<file path="src/hdl/assert_macros.svh">
// Assertion macros for the positional insert/delete list.
// Used by the top level; expects clk_i and rst_ni in scope.
`ifndef ASSERT_MACROS_SVH
`define ASSERT_MACROS_SVH

// Consequent checked in the cycle after the antecedent.
`define PLID_ASSERT_NEXT(lbl, ante, cons, msg) \
  lbl: assert property (@(posedge clk_i) disable iff (!rst_ni) (ante) |=> (cons)) \
    else $error(msg);

// Consequent checked in the same cycle as the antecedent.
`define PLID_ASSERT_SAME(lbl, ante, cons, msg) \
  lbl: assert property (@(posedge clk_i) disable iff (!rst_ni) (ante) |-> (cons)) \
    else $error(msg);

`endif

</file>
<file path="src/hdl/plid_pkg.sv">
// Shared types, codes and constants for the positional insert/delete list.
// No dependencies; imported by every module of the block.
package plid_pkg;

  localparam int DepthDef   = 16;
  localparam int MaxResults = 16;

  // command kinds
  localparam logic [1:0] KIND_INSERT   = 2'd0;
  localparam logic [1:0] KIND_DELETE   = 2'd1;
  localparam logic [1:0] KIND_TRAVERSE = 2'd2;

  // result status codes
  localparam logic [2:0] ST_DONE   = 3'd0;
  localparam logic [2:0] ST_FULL   = 3'd1;
  localparam logic [2:0] ST_EMPTY  = 3'd2;
  localparam logic [2:0] ST_BADPOS = 3'd3;
  localparam logic [2:0] ST_ELEM   = 3'd4;

  // cell array operations
  localparam logic [1:0] CELL_NOP = 2'd0;
  localparam logic [1:0] CELL_INS = 2'd1;
  localparam logic [1:0] CELL_DEL = 2'd2;
  localparam logic [1:0] CELL_ROT = 2'd3;

  typedef struct packed {
    logic [1:0]         kind;
    logic signed [31:0] value;
    logic [3:0]         position;
  } in_item_t;

  typedef struct packed {
    logic [2:0]         status;
    logic signed [31:0] element;
    logic [3:0]         element_index;
    logic [4:0]         length;
    logic               last;
  } out_item_t;

  typedef struct packed {
    logic [1:0] cell_op;
    logic       ld_out;
    logic [2:0] status;
    logic       elem_sel;
    logic       last;
    logic       k_clr;
    logic       k_inc;
  } dp_cmd_t;

  typedef struct packed {
    logic slot_free;
    logic full;
    logic empty;
    logic pos_bad;
    logic emit_last;
    logic ring_done;
  } dp_stat_t;

endpackage

</file>
<file path="src/hdl/plid_ctrl.sv">
// Controller state machine of the positional insert/delete list.
// Depends on plid_pkg; drives the datapath through dp_cmd_t.
module plid_ctrl (
  input  logic               clk_i,
  input  logic               rst_ni,
  input  logic               in_valid_i,
  input  logic [1:0]         kind_i,
  output logic               in_stall_o,
  input  plid_pkg::dp_stat_t stat_i,
  output plid_pkg::dp_cmd_t  cmd_o
);
  import plid_pkg::*;

  localparam logic [1:0] S_IDLE = 2'd0;
  localparam logic [1:0] S_TRAV = 2'd1;
  localparam logic [1:0] S_ROT  = 2'd2;

  logic [1:0] state_q, state_d;

  assign in_stall_o = !((state_q == S_IDLE) && stat_i.slot_free);

  always_comb begin
    state_d        = state_q;
    cmd_o          = '0;
    cmd_o.cell_op  = CELL_NOP;
    cmd_o.status   = ST_DONE;
    cmd_o.last     = 1'b1;
    unique case (state_q)
      S_IDLE: begin
        if (in_valid_i && stat_i.slot_free) begin
          case (kind_i)
            KIND_INSERT: begin
              cmd_o.ld_out = 1'b1;
              if (stat_i.full) begin
                cmd_o.status = ST_FULL;
              end else begin
                cmd_o.cell_op = CELL_INS;
              end
            end
            KIND_DELETE: begin
              cmd_o.ld_out = 1'b1;
              if (stat_i.empty) begin
                cmd_o.status = ST_EMPTY;
              end else if (stat_i.pos_bad) begin
                cmd_o.status = ST_BADPOS;
              end else begin
                cmd_o.cell_op = CELL_DEL;
              end
            end
            KIND_TRAVERSE: begin
              if (stat_i.empty) begin
                cmd_o.ld_out = 1'b1;
                cmd_o.status = ST_EMPTY;
              end else begin
                cmd_o.k_clr = 1'b1;
                state_d     = S_TRAV;
              end
            end
            default: begin
              cmd_o.ld_out = 1'b1;
            end
          endcase
        end
      end
      S_TRAV: begin
        if (stat_i.slot_free) begin
          cmd_o.cell_op  = CELL_ROT;
          cmd_o.ld_out   = 1'b1;
          cmd_o.status   = ST_ELEM;
          cmd_o.elem_sel = 1'b1;
          cmd_o.last     = stat_i.emit_last;
          cmd_o.k_inc    = 1'b1;
          if (stat_i.emit_last) begin
            state_d = stat_i.ring_done ? S_IDLE : S_ROT;
          end
        end
      end
      S_ROT: begin
        cmd_o.cell_op = CELL_ROT;
        cmd_o.k_inc   = 1'b1;
        if (stat_i.ring_done) begin
          state_d = S_IDLE;
        end
      end
      default: begin
        state_d = S_IDLE;
      end
    endcase
  end

  always_ff @(posedge clk_i or negedge rst_ni) begin
    if (!rst_ni) begin
      state_q <= S_IDLE;
    end else begin
      state_q <= state_d;
    end
  end

endmodule

</file>
<file path="src/hdl/plid_datapath.sv">
// Datapath of the positional insert/delete list: shifting cell row,
// entry count, traverse counter and output register. Depends on plid_pkg.
module plid_datapath #(
  parameter int Depth = plid_pkg::DepthDef
) (
  input  logic                clk_i,
  input  logic                rst_ni,
  input  plid_pkg::in_item_t  in_i,
  input  plid_pkg::dp_cmd_t   cmd_i,
  output plid_pkg::dp_stat_t  stat_o,
  output logic                out_valid_o,
  input  logic                out_stall_i,
  output plid_pkg::out_item_t out_o
);
  import plid_pkg::*;

  localparam int CW = $clog2(Depth + 1);

  logic signed [31:0] cell_q [Depth];
  logic signed [31:0] cell_d [Depth];
  logic [CW-1:0]      count_q, count_d;
  logic [CW-1:0]      k_q, k_d;
  logic [31:0]        count_w, pos_w, k_w, ins_pos, emit_n;
  logic               out_valid_q;
  out_item_t          out_q;

  assign count_w = 32'(count_q);
  assign pos_w   = 32'(in_i.position);
  assign k_w     = 32'(k_q);
  assign ins_pos = (pos_w > count_w) ? count_w : pos_w;
  assign emit_n  = (count_w > 32'(MaxResults)) ? 32'(MaxResults) : count_w;

  assign stat_o.slot_free = !out_valid_q || !out_stall_i;
  assign stat_o.full      = (count_w >= 32'(Depth));
  assign stat_o.empty     = (count_q == '0);
  assign stat_o.pos_bad   = (pos_w >= count_w);
  assign stat_o.emit_last = ((k_w + 32'd1) == emit_n);
  assign stat_o.ring_done = ((k_w + 32'd1) == count_w);

  always_comb begin
    count_d = count_q;
    for (int i = 0; i < Depth; i++) begin
      cell_d[i] = cell_q[i];
    end
    case (cmd_i.cell_op)
      CELL_INS: begin
        count_d = count_q + CW'(1);
        for (int i = 0; i < Depth; i++) begin
          if (32'(i) == ins_pos) begin
            cell_d[i] = in_i.value;
          end else if ((i > 0) && (32'(i) > ins_pos)) begin
            cell_d[i] = cell_q[(i > 0) ? i - 1 : 0];
          end
        end
      end
      CELL_DEL: begin
        count_d = count_q - CW'(1);
        for (int i = 0; i < Depth - 1; i++) begin
          if (32'(i) >= pos_w) begin
            cell_d[i] = cell_q[i + 1];
          end
        end
      end
      CELL_ROT: begin
        // rotate the stored part of the row down by one
        for (int i = 0; i < Depth; i++) begin
          if ((32'(i) + 32'd1) == count_w) begin
            cell_d[i] = cell_q[0];
          end else if (i < Depth - 1) begin
            cell_d[i] = cell_q[(i < Depth - 1) ? i + 1 : i];
          end
        end
      end
      default: begin
      end
    endcase
  end

  always_comb begin
    k_d = k_q;
    if (cmd_i.k_clr) begin
      k_d = '0;
    end else if (cmd_i.k_inc) begin
      k_d = k_q + CW'(1);
    end
  end

  always_ff @(posedge clk_i) begin
    for (int i = 0; i < Depth; i++) begin
      cell_q[i] <= cell_d[i];
    end
    if (cmd_i.ld_out) begin
      out_q.status        <= cmd_i.status;
      out_q.element       <= cmd_i.elem_sel ? cell_q[0] : 32'sd0;
      out_q.element_index <= cmd_i.elem_sel ? 4'(k_q) : 4'd0;
      out_q.length        <= 5'(count_d);
      out_q.last          <= cmd_i.last;
    end
  end

  always_ff @(posedge clk_i or negedge rst_ni) begin
    if (!rst_ni) begin
      count_q     <= '0;
      k_q         <= '0;
      out_valid_q <= 1'b0;
    end else begin
      count_q <= count_d;
      k_q     <= k_d;
      if (cmd_i.ld_out) begin
        out_valid_q <= 1'b1;
      end else if (!out_stall_i) begin
        out_valid_q <= 1'b0;
      end
    end
  end

  assign out_valid_o = out_valid_q;
  assign out_o       = out_q;

endmodule

</file>
<file path="src/hdl/positional_insert_delete_list.sv">
// Top level of the positional insert/delete list.
// Depends on plid_pkg, plid_ctrl, plid_datapath and assert_macros.svh.
//
// Usage:
// - Input channel (in_valid_i, in_stall_o, in_i) takes one command item:
//   insert, delete or traverse. Output channel (out_valid_o, out_stall_i,
//   out_o) returns result items, one per handshake.
// - Insert, delete and unused kinds: the cells shift in parallel at the
//   accepting edge and the single result item sits in the output register
//   on the next cycle; a new command is taken in the same cycle the result
//   leaves, so these run at one item per cycle unless the receiver stalls.
// - Traverse: the accepting cycle gives no item; then one element item per
//   cycle while the receiver does not stall, in order, with last on the
//   final one; at most 16 items. The row rotates by one per item, then on
//   its own back to its start, silently after the last item when the list
//   holds more than 16. An empty list gives one empty status item.
// - Input is stalled while a traverse runs and while a result waits.
// - Reset clears the entry count (empty list) and the output valid; the
//   cell contents are not cleared and need no clearing pass.
// - A stalled receiver holds the result in the output register and
//   freezes the emission of traverse items until the item is taken.
`include "assert_macros.svh"

module positional_insert_delete_list #(
  parameter int DEPTH = plid_pkg::DepthDef
) (
  input  logic                clk_i,
  input  logic                rst_ni,
  input  logic                in_valid_i,
  output logic                in_stall_o,
  input  plid_pkg::in_item_t  in_i,
  output logic                out_valid_o,
  input  logic                out_stall_i,
  output plid_pkg::out_item_t out_o
);
  import plid_pkg::*;

  dp_cmd_t  cmd;
  dp_stat_t stat;
  logic     in_acc;

  // controller: sequences commands and traverse emission
  plid_ctrl u_ctrl (
    .clk_i      (clk_i),
    .rst_ni     (rst_ni),
    .in_valid_i (in_valid_i),
    .kind_i     (in_i.kind),
    .in_stall_o (in_stall_o),
    .stat_i     (stat),
    .cmd_o      (cmd)
  );

  // datapath: cells, count, traverse counter, output register
  plid_datapath #(
    .Depth (DEPTH)
  ) u_dp (
    .clk_i       (clk_i),
    .rst_ni      (rst_ni),
    .in_i        (in_i),
    .cmd_i       (cmd),
    .stat_o      (stat),
    .out_valid_o (out_valid_o),
    .out_stall_i (out_stall_i),
    .out_o       (out_o)
  );

  assign in_acc = in_valid_i && !in_stall_o;

  // a non-traverse command yields its single, final result on the next cycle
  `PLID_ASSERT_NEXT(a_single_result, in_acc && (in_i.kind != KIND_TRAVERSE),
                    out_valid_o && out_o.last, "single result missing")
  // a waiting non-final element keeps the input blocked
  `PLID_ASSERT_SAME(a_trav_blocks,
                    out_valid_o && (out_o.status == ST_ELEM) && !out_o.last,
                    in_stall_o, "input accepted during traverse")
  // only element results can be non-final; status results carry a zero element
  `PLID_ASSERT_SAME(a_last_on_status, out_valid_o && (out_o.status != ST_ELEM),
                    out_o.last && (out_o.element == 32'sd0), "status result malformed")

endmodule

</file>
<file path="config.mk">
export PLATFORM = sky130hd
export DESIGN_NAME = positional_insert_delete_list
export DESIGN_NICKNAME = d
export VERILOG_FILES = /design/src/hdl/plid_pkg.sv /design/src/hdl/plid_ctrl.sv /design/src/hdl/plid_datapath.sv /design/src/hdl/positional_insert_delete_list.sv
export VERILOG_INCLUDE_DIRS = /design/src /design/src/hdl
export SDC_FILE = /design/constraint.sdc
export NUM_CORES = 1
export LEC_CHECK = 0
export ABC_CLOCK_PERIOD_IN_PS = 8600
export BUFFER_PORTS_ARGS = -buffer_cell sky130_fd_sc_hd__buf_2
export CAP_MARGIN = 20
export CORE_MARGIN = 2
export CORE_UTILIZATION = 35
export DETAILED_ROUTE_END_ITERATION = 6
export HOLD_SLACK_MARGIN = 0.06
export PLACE_DENSITY = 0.58
export SKIP_CTS_REPAIR_TIMING = 1
export SLEW_MARGIN = 10
export SYNTH_ARGS = -nofsm -noshare
export SYNTH_HDL_FRONTEND = slang
export SYNTH_SLANG_ARGS = --single-unit
</file>
<file path="constraint.sdc">
create_clock -name clk_i -period 8.6 [get_ports clk_i]
set_input_delay 1.72 -clock clk_i [delete_from_list [all_inputs] [get_ports clk_i]]
set_output_delay 1.72 -clock clk_i [all_outputs]
set_load 0.005 [all_outputs]
</file>
==> reports/metrics.csv <==
metric;value;unit
P_leak;0.0125;uW
CP Launch Type;primary input;
die area;105000;um^2
Max FO, Critical Path;191;
critical-path cell list;buf_2, ha_1, nor2b_1, o21ai_1, nand3_1, nor2_1, a211o_1, nor2b_1, ha_4, buf_4, buf_12, a22oi_1, o211ai_1;
Syn Area/Cell;11.0;um^2
chip width;324;um
gr usage total;23.6;%
area leader, netlist;edfxtp_1;
Ys Warns;0;
chip height;324;um
Clock Path Buffers;3;
final setup vio count;0;
cell count after synthesis;3264;
CP max stage cell;buf_12;
Worst Setup Path Type;primary input to register;
Layout area overhead;10.1;%
crit path time final;5670;ps
CTS tree;built;
register area share after synthesis;47.6;%
Cell Area, Synth;35800;um^2
synthesis-stage register bit count;570;
initial antenna violation count;2;
initial cell density of the core;35.3;%
most used cell, CP;nor2b_1;
Core ar.;102000;um^2
Slew HR;17.9;%
worst slew pin tran;1230;ps
post-layout util;38.8;%
final period utilization;65.9;%
Fillers;9836;
HPWL Detailed;65800;um
DRT iter0 DRCs;3542;
Crit path max-delay family;buffers and inverters;
clk_skew;23.0;ps
vias in the first global route;27700;
fmax;0.177;GHz
area fraction of the dominant cell type after synthesis;46.7;%
status;complete, no violations;
Fin Setup TNS;0;ps
RePlAce Congestion;0.835;
hold slack final;545;ps
Root Driver;clkbuf_16;
post-synthesis cell type count;60;
GRT overflow;0;
share of layout cells above drive strength 1;23.8;%
# nets final;3165;
post-synth net total;3326;
DRT Pass-1 Iters;6;
crit path DAT;6100;ps
first-pass GRT wire length;187000;um
clock-pin transition on the worst setup and hold timing paths;60;ps
EDFF count, synth;557;
CP Capture Type;register;
DRC errors left;0;
final wirelength;128000;um
# IOs;89;
worst hold path class;register to register;
H-Tree Depth;3;
largest net degree at the start of global routing;215;
IO Port Bufs;88;
Rows;117;
vias per cell;6.49;
max cap viols;0;
Peak VDD IR;0.000357;V
post-route antenna net violation count;0;
buffers and inverters on the worst path;3;
clk_lat worst skew;630;ps
total number of vias;29400;
share of flip-flops with an asynchronous set or reset;2.28;%
Worst path max stage delay;740;ps
Slew Viols, Final;0;
PD cells;420;nW/um^2
RSZ-0062 raised after global routing;false;
Final Hold Fails;0;
Synth Flop Type;edfxtp_1;
top post-synthesis cells by area;edfxtp_1 (47%), mux2_2 (14%), a22oi_1 (9.5%), o211ai_1 (9.4%), nand3_1 (6.4%);
cts bufs inserted;68;
WL per Instance;28.2;um
Sink Count;570;
WP data required;9040;ps
per-layer routing:
layer	track usage [%]	wire, um
met5	0	0
met1	32.3	54300
met3	3.39	9290
met2	37.4	58300
met4	9.97	5660
layout by cell type (no fill, tap or decap), types with 3 or more instances in the layout:
cell type | Yosys | routed
nand2_1 | 164 | 164
inv_6 | 0 | 4
buf_4 | 9 | 59
bufinv_16 | 0 | 4
a31oi_1 | 3 | 3
o21ai_0 | 56 | 54
buf_2 | 64 | 88
nor3b_1 | 3 | 3
mux2_2 | 448 | 448
nor2_4 | 0 | 13
a21oi_4 | 0 | 3
clkinv_1 | 3 | 11
ha_1 | 20 | 17
edfxtp_1 | 557 | 557
nand4_1 | 6 | 6
nor2b_1 | 5 | 5
nand2b_1 | 6 | 6
mux2i_1 | 40 | 38
o211ai_1 | 450 | 450
clkbuf_16 | 0 | 70
inv_1 | 12 | 12
and2_1 | 37 | 37
clkbuf_1 | 303 | 16
xnor2_1 | 8 | 8
clkinv_2 | 0 | 15
a21oi_1 | 10 | 7
mux2i_4 | 10 | 14
clkinvlp_4 | 0 | 4
and3_1 | 4 | 4
a211oi_1 | 5 | 3
a22oi_1 | 452 | 452
nor3_1 | 9 | 8
xor2_1 | 5 | 5
dfrtp_1 | 13 | 13
buf_16 | 0 | 3
nand3_1 | 457 | 457
buf_12 | 0 | 5
nor2_1 | 58 | 45
a211oi_4 | 0 | 3
synthesized netlist by cell type, types with 10 or more instances:
cell      count
buf_2        64
mux2_2      448
inv_1        12
nand2_1     164
a21oi_1      10
edfxtp_1    557
mux2i_1      40
nor2_1       58
o211ai_1    450
nand3_1     457
ha_1         20
dfrtp_1      13
o21ai_0      56
a22oi_1     452
clkbuf_1    303
and2_1       37
mux2i_4      10
layout make-up:
cell class                      instances  area [um^2]  share of cell area (%)
Antenna cell                            2         5.00                  0.0127
Clock buffer                           86         1810                    4.59
Clock inverter                         36          320                   0.812
Inverter                               15         56.3                   0.143
Multi-Input combinational cell       2293        17400                    44.2
Sequential cell                       570        17100                    43.2
Tap cell                             1368         1710                    4.34
Timing Repair Buffer                  155         1070                    2.70
worst reg2reg max path: stages, from the launching register on:
cell and delay [ps]:
dfrtp_1 650, clkinv_1 370, ha_1 390, and3b_1 210, o21ai_1 130, nand3_1 150, nor2_1 160, a211o_1 160
nor2b_1 370, ha_4 700, buf_4 730, buf_12 740, a22oi_1 360, o211ai_1 170
power breakdown:
part,internal (uW),total (uW),switching (uW)
clock,1620,2870,1250
sequential,5520,6890,1360
combinational,2730,6800,4070
registers in the layout, indices dropped and copies added (netlist names):
name and cells:
u_dp.cell_q 512, u_dp.out_o 45, u_dp.count_q 5, u_dp.k_q 5, u_ctrl.state_q 2, u_dp.out_valid_o 1
through the flow:
| step | setup slack [ps] | total power, uW | std cells | area (um^2) |
|---|---|---|---|---|
| floorplan | 794 | 11200 | 3264 | 35800 |
| global placement | 2470 | 13400 | 4398 | 37200 |
| detailed placement | 2430 | 13600 | 4400 | 37300 |
| CTS | 3060 | 16500 | 4522 | 39400 |
| global route | 2690 | 17400 | 4524 | 39400 |
| finish | 2930 | 16600 | 4525 | 39400 |
final timing paths:
kind                            slack (ps)                          from  cells past startpoint                             to
worst max-delay path                  2930                       in_i[1]                     13  u_dp.cell_q[0][123]$_DFFE_PP_
min in group asynchronous              990                        rst_ni                      1  u_ctrl.state_q[0]$_DFFE_PN0P_
worst min register to register         540  u_dp.cell_q[0][56]$_DFFE_PP_                      2   u_dp.cell_q[0][24]$_DFFE_PP_
max in group asynchronous             7360                        rst_ni                      1      u_dp.count_q[0]$_DFF_PN0_
worst min-delay path                   540  u_dp.cell_q[0][56]$_DFFE_PP_                      2   u_dp.cell_q[0][24]$_DFFE_PP_
worst max register to register        3160     u_dp.count_q[3]$_DFF_PN0_                     13  u_dp.cell_q[0][123]$_DFFE_PP_
kinds of logic after synthesis:
family / after synthesis / synth area share (%)
compound gates: 999 / 20.5
simple gates: 760 / 10.2
flops: 570 / 47.6
mux: 500 / 15.9
buf+inv: 401 / 4.73
fa+ha+maj: 20 / 0.698
xor+xnor: 14 / 0.363
Note: power is estimated with default switching activity, not from simulation.
